**config.mk**
```make
export PLATFORM = sky130hd
export DESIGN_NAME = ags_lane
export DESIGN_NICKNAME = d
export VERILOG_FILES = /design/src/sv/ags_pkg.sv /design/src/sv/ags_lane.sv
export SDC_FILE = /design/constraint.sdc
export NUM_CORES = 1
export LEC_CHECK = 0
export ABC_AREA = 1
export ABC_CLOCK_PERIOD_IN_PS = 5000
export BUFFER_PORTS_ARGS = -buffer_cell sky130_fd_sc_hd__buf_2
export CORE_MARGIN = 2
export CORE_UTILIZATION = 38
export DETAILED_ROUTE_END_ITERATION = 10
export PLACE_DENSITY_LB_ADDON = 0.25
export SLEW_MARGIN = 20
export SYNTH_ARGS = -nofsm -noshare
export SYNTH_HDL_FRONTEND = slang
export SYNTH_SLANG_ARGS = --single-unit
```
**constraint.sdc**
```tcl
create_clock -name i_clk -period 5 [get_ports i_clk]
set_input_delay 0.5 -clock i_clk [delete_from_list [all_inputs] [get_ports i_clk]]
set_output_delay 0.5 -clock i_clk [all_outputs]
set_load 0.02 [all_outputs]
```
**src/sv/ags_pkg.sv**
```systemverilog
package ags_pkg;

    localparam int GRAD_BITS   = 16;
    localparam int ROW_BITS    = 16;
    localparam int WCFG_BITS   = 12;
    localparam int CFG_BITS    = 16;

    // Q.22 product to Q5.10: add half an LSB, floor-shift by 13 (also applies the 0.5)
    localparam int ROUND_SHIFT = 13;
    localparam int ROUND_ADD   = 1 << (ROUND_SHIFT - 1);

    localparam logic [WCFG_BITS-1:0] WIDTH_RESET  = 12'd2048;
    localparam logic [ROW_BITS-1:0]  HEIGHT_RESET = 16'd2;

    // result slots of one pixel, in delivery order
    localparam int NUM_SLOTS = 3;
    localparam int SLOT_PREV = 0;   // pixel of the previous row
    localparam int SLOT_LEFT = 1;   // last-row pixel to the left
    localparam int SLOT_SELF = 2;   // last-row pixel itself (last column)
    localparam int NUM_LANES = 2 * NUM_SLOTS;

    typedef enum logic [0:0] {
        REG_IMAGE_WIDTH  = 1'b0,
        REG_IMAGE_HEIGHT = 1'b1
    } t_cfg_reg;

    typedef logic [NUM_SLOTS-1:0] t_slot_mask;

    typedef struct packed {
        logic op_en;     // load difference and sum
        logic prod_en;   // load product
    } t_lane_ctl;

endpackage

```
**src/sv/ags_lane.sv**
```systemverilog
module ags_lane #(
    parameter int PIXEL_BITS = 16
) (
    input  logic                                 i_clk,
    input  ags_pkg::t_lane_ctl                   i_ctl,
    input  logic [PIXEL_BITS-1:0]                i_l_nb,
    input  logic [PIXEL_BITS-1:0]                i_l_self,
    input  logic [PIXEL_BITS-1:0]                i_a_nb,
    input  logic [PIXEL_BITS-1:0]                i_a_self,
    output logic signed [ags_pkg::GRAD_BITS-1:0] o_grad
);

    import ags_pkg::*;

    localparam int DW = PIXEL_BITS + 2;
    localparam int PW = 2 * DW;

    logic signed [DW-1:0] r_d;
    logic signed [DW-1:0] r_s;
    logic signed [PW-1:0] r_p;
    logic signed [DW-1:0] n_d;
    logic signed [DW-1:0] n_s;
    logic signed [PW-1:0] n_p;
    logic signed [PW-1:0] rnd;
    logic signed [PW-1:0] quo;
    logic                 fits;

    always_comb begin
        n_d = $signed({{2{i_l_nb[PIXEL_BITS-1]}}, i_l_nb})
            - $signed({{2{i_l_self[PIXEL_BITS-1]}}, i_l_self});
        n_s = $signed({2'b00, i_a_nb}) + $signed({2'b00, i_a_self});
        n_p = r_d * r_s;
    end

    always_ff @(posedge i_clk) begin
        if (i_ctl.op_en) begin
            r_d <= n_d;
            r_s <= n_s;
        end
        if (i_ctl.prod_en) begin
            r_p <= n_p;
        end
    end

    // round half up, floor shift, saturate
    assign rnd  = r_p + PW'(ROUND_ADD);
    assign quo  = rnd >>> ROUND_SHIFT;
    assign fits = (&quo[PW-1:GRAD_BITS-1]) || !(|quo[PW-1:GRAD_BITS-1]);

    always_comb begin
        if (fits) begin
            o_grad = $signed(quo[GRAD_BITS-1:0]);
        end else if (quo[PW-1]) begin
            o_grad = $signed({1'b1, {(GRAD_BITS-1){1'b0}}});
        end else begin
            o_grad = $signed({1'b0, {(GRAD_BITS-1){1'b1}}});
        end
    end

endmodule

```
* After elaboration in Yosys (flattened, before gate mapping)
Index checks and enable logic that the tools add are counted.
Operators by class: equality and inequality tests 0, shift-type cells 0, add/subtract/negate cells 3, muxes and demuxes 2, reduce and logical (&&, ||, !) cells 4, div/mod/pow operators 0, $mul 1, $lt $le $gt $ge 0, bitwise logic cells 0
Operators with widths (count):
- adder 36 x 14 -> 36 bit (second input constant) | 1
- multiplier 17 x 18 -> 35 bit | 1
- two-way mux 16 bit | 2
- adder 16 x 16 -> 17 bit | 1
- subtractor 16 x 16 -> 17 bit | 1
- AND reduction 8 bit | 1
- OR reduction 8 bit | 1
- zero test 1 bit | 1
- logical OR 1 bit | 1
Storage, ports and cells: memories 0, input port bits 67, bits in latches 0, logic and storage cells 13, output and inout bits 16, memory bits (writable) 0, register bits 70, bits in read-only memories 0

* Logic depth before layout (Yosys ltp)
depth after elaboration 5, depth in mapped cells 27, depth with buffers taken out 25

* Worst setup path after synthesis
OpenSTA, ideal clock, no wires.
kind register to register, start register r_s[7], end register r_p[25], data pin, data required time 4742 ps, path buffers 2, stages on the path, launching flop included 22, library setup time 258 ps, arrival time 5269 ps, slack -527 ps, clock period less this slack 5527 ps, cell sequence edfxtp_1 > clkbuf_1 > clkbuf_1 > nand2_1 > fa_1 > inv_1 > fa_1 > inv_1 > fa_1 > inv_1 > fa_1 > fa_1 > inv_1 > fa_1 > inv_1 > ha_1 > nand2_1 > nor2_1 > nand2_1 > o21ai_0 > a21oi_1 > xnor2_1
On the way: word-level cells in the longest chain between the ends 1
Ends and longest elaborated chain:
- start: declaration | RTL line ags_lane.sv:19 | logic signed [DW-1:0] r_s;
- start signal: assignment | RTL line ags_lane.sv:38 | r_s <= n_s;
- multiplier 17 x 18 -> 35 bit | RTL line ags_lane.sv:32 | n_p = r_d * r_s;
- net n_p[25] | RTL line ags_lane.sv:23 | logic signed [PW-1:0] n_p;
- end signal: assignment | RTL line ags_lane.sv:41 | r_p <= n_p;
- end: declaration | RTL line ags_lane.sv:20 | logic signed [PW-1:0] r_p;
The timed path passes the listed nets, and every way through them passes these cells. A chain may end at the register's enable or synchronous reset.

* Worst setup path in the final report
start register r_d[5], end register r_p[32], data pin
On the way: word-level cells in the longest chain between the ends 1
Ends and longest elaborated chain:
- start: declaration | RTL line ags_lane.sv:18 | logic signed [DW-1:0] r_d;
- start signal: assignment | RTL line ags_lane.sv:37 | r_d <= n_d;
- multiplier 17 x 18 -> 35 bit | RTL line ags_lane.sv:32
- net n_p[32] | RTL line ags_lane.sv:23
The timed path passes the listed nets, and every way through them passes these cells.

==> impl_metrics.env <==
export IMPL_status="finished, violations left"
export IMPL_violations="setup timing"
export IMPL_rows=71
export IMPL_cts_clk_slew_worst_paths_ps=70
export IMPL_grtUsageMet2=0.346
export IMPL_die_h_um=199
export IMPL_cp_start_kind="flop"
export IMPL_hold_viol_final=0
export IMPL_final_nets=2534
export IMPL_crit_chain="buf_6 > buf_6 > nand2_2 > inv_2 > fa_1 > inv_1 > fa_1 > inv_2 > fa_1 > fa_2 > fa_1 > inv_2 > fa_1 > inv_2 > ha_4 > nand2_2 > o21ai_2 > a21boi_1 > buf_4 > o21a_1 > nand3_1 > nand2_1"
export IMPL_synthToLayoutAreaGrowth_pct=23.7
export IMPL_wl_um=34700
export IMPL_ys_warn_count=0
export IMPL_synth_edf_count=57
export IMPL_relSlewSlack=0.510
export IMPL_final_core_util=0.475
export IMPL_drt_iter0_drc=510
export IMPL_worstSetupEndpointType="flop"
export IMPL_synth_cell_type_count=36
export IMPL_clock_sinks=57
export IMPL_syn_nets=2340
export IMPL_fin_crit_sh=1.08
export IMPL_ctsLongestPathBuffers=2
export IMPL_cts_root_buf="clkbuf_16"
export IMPL_synthCells=1891
export IMPL_critPathMaxStageDelay_ps=560
export IMPL_max_cap_violations=0
export IMPL_period_minus_slack_ps=5380
export IMPL_synth_async_reset_ratio=0
export IMPL_grt_start_max_net_pins=35
export IMPL_synth_avg_cell_area_sq_um=7.61
export IMPL_postLayoutSetupSlackWorst_ps=-385
export IMPL_grt_antenna_before_repair=0
export IMPL_tritoncts_num_buffers=9
export IMPL_rsz0062_at_grt="yes"
export IMPL_pre_cts_slack_ps=-496
export IMPL_gp_congestion=0.879
export IMPL_cts_tree="done"
export IMPL_dieArea_sq_mm=0.0395
export IMPL_nFillCells=3747
export IMPL_start_util=0.384
export IMPL_fmax_ghz=0.186
export IMPL_io_buffers=82
export IMPL_synth_flop_cell="edfxtp_1"
export IMPL_tightest_slew_ps=735
export IMPL_synth_seq_area_share=0.119
export IMPL_yosys_register_bits=57
export IMPL_grt_usage=0.188
export IMPL_met3_usage=0.0148
export IMPL_syn_area_sq_mm=0.0144
export IMPL_vias_per_cell=4.58
export IMPL_ctsHtreeMaxLevel=3
export IMPL_use_met1=0.243
export IMPL_grt_first_pass_wirelength_um=59600
export IMPL_die_x_um=199
export IMPL_antenna_cells=0
export IMPL_ant_nets=0
export IMPL_num_io_pins=83
export IMPL_setup_viol=23
export IMPL_place_hpwl_um=30000
export IMPL_final_cell_mix="nand2_1 (484), inv_1 (462), fa_1 (215)"
export IMPL_cp_arrival_ps=5490
export IMPL_critPathTopFamily="adder cells"
export IMPL_cp_num_buf_inv=8
export IMPL_clkLatencyLatePin_ps=350
export IMPL_dr_pass1_iters=5
export IMPL_cts_hold_buf=0
export IMPL_route_detailed_drc=0
export IMPL_crit_type="reg2reg"
export IMPL_detail_route_wl_per_cell_um=13.4
export IMPL_crit_fanout=5
export IMPL_fin_skew_ps=17.0
export IMPL_core_area_sq_mm=0.0375
export IMPL_crit_required_ps=5100
export IMPL_path_common_cell="fa_1"
export IMPL_hold_class="in2reg"
export IMPL_crit_slowest_cell="fa_1"
export IMPL_drive_above_1_share=0.218
export IMPL_mostFrequentLayoutCell="nand2_1"
export IMPL_overflow=0
export IMPL_drv_slew=0
export IMPL_busiest_layer="met2"
export IMPL_num_vias=11913
export IMPL_grt_pass1_vias=12478
[state kept, by name, indices dropped and copies added (netlist names)]
name,count
r_s,17
r_p,23
r_d,17
[worst paths after layout]
kind                                   startpoint  cells past startpoint           endpoint  slack (ps)
worst max register to register   r_d[5]$_DFFE_PP_                     22  r_p[32]$_DFFE_PP_        -380
worst max-delay path             r_d[5]$_DFFE_PP_                     22  r_p[32]$_DFFE_PP_        -380
worst min register to register  r_d[16]$_DFFE_PP_                      6  r_p[34]$_DFFE_PP_        1160
worst min-delay path                  i_a_self[0]                      2   r_s[0]$_DFFE_PP_         470
[cell type report]
cell class	instances	area [sq um]	share of cell area
Clock buffer	10	229	0.0129
Clock inverter	5	57.6	0.00323
Inverter	485	1820	0.102
Multi-Input combinational cell	1281	11400	0.642
Sequential cell	57	1710	0.0961
Tap cell	511	639	0.0359
Timing Repair Buffer	251	1920	0.108
[stage by stage]
step           TNS (ps)  cell area, sq um  cells  hold slack [ps]
4_1_cts           -4410             17500   2590              460
6_report          -5510             17800   2600              471
3_3_place_gp      -6960             16500   2553              806
2_1_floorplan      -924             14700   1891              612
3_5_place_dp      -7650             16500   2553              804
5_1_grt          -10010             17800   2600              486
[Yosys cell counts, types with 2 or more instances]
cell type | number | area share
o22ai_1 | 2 | 0.00087
xnor2_1 | 20 | 0.012
a21o_1 | 6 | 0.0031
nor3_1 | 16 | 0.0056
nand3_1 | 40 | 0.014
nand2_1 | 518 | 0.14
a31oi_1 | 2 | 0.00087
nor2_4 | 5 | 0.0039
ha_1 | 157 | 0.14
fa_1 | 225 | 0.31
a21boi_0 | 4 | 0.0021
a211oi_1 | 4 | 0.0021
buf_6 | 2 | 0.0016
and2_1 | 3 | 0.0013
nand3b_1 | 7 | 0.0036
edfxtp_1 | 57 | 0.12
nand2_2 | 7 | 0.0030
o21ai_0 | 34 | 0.012
inv_1 | 485 | 0.13
o21bai_1 | 11 | 0.0057
nor2_2 | 3 | 0.0013
a21oi_1 | 61 | 0.021
a221oi_1 | 2 | 0.0012
o21a_1 | 2 | 0.0010
xor2_1 | 39 | 0.024
clkbuf_1 | 64 | 0.017
nand3_2 | 2 | 0.0014
or2_2 | 7 | 0.0030
nor2_1 | 99 | 0.026
[cells by family after synthesis]
logic type / after synthesis / synth area share
xor gates and xnor gates: 59 / 0.0359
AOI/OAI and AO/OA: 129 / 0.0506
buffers and inverters: 553 / 0.145
DFF: 57 / 0.119
and+or+nand+nor: 711 / 0.200
adders and majority gates: 382 / 0.449
[metal layers]
layer / share of wire / wire [um]
met2: 0.51 / 17600
met1: 0.45 / 15700
met4: 0.011 / 377
met5: 0 / 0
met3: 0.031 / 1070
[repair_timing]
action,CTS,global route
setup buffers,22,12
endpoints found under the setup margin,23,23
hold endpoints to repair,0,0
resized for setup,120,76
pin swaps,23,60
Power is not shown: default switching activity piles up to over one toggle a cycle in this logic, so the estimate is an artifact.
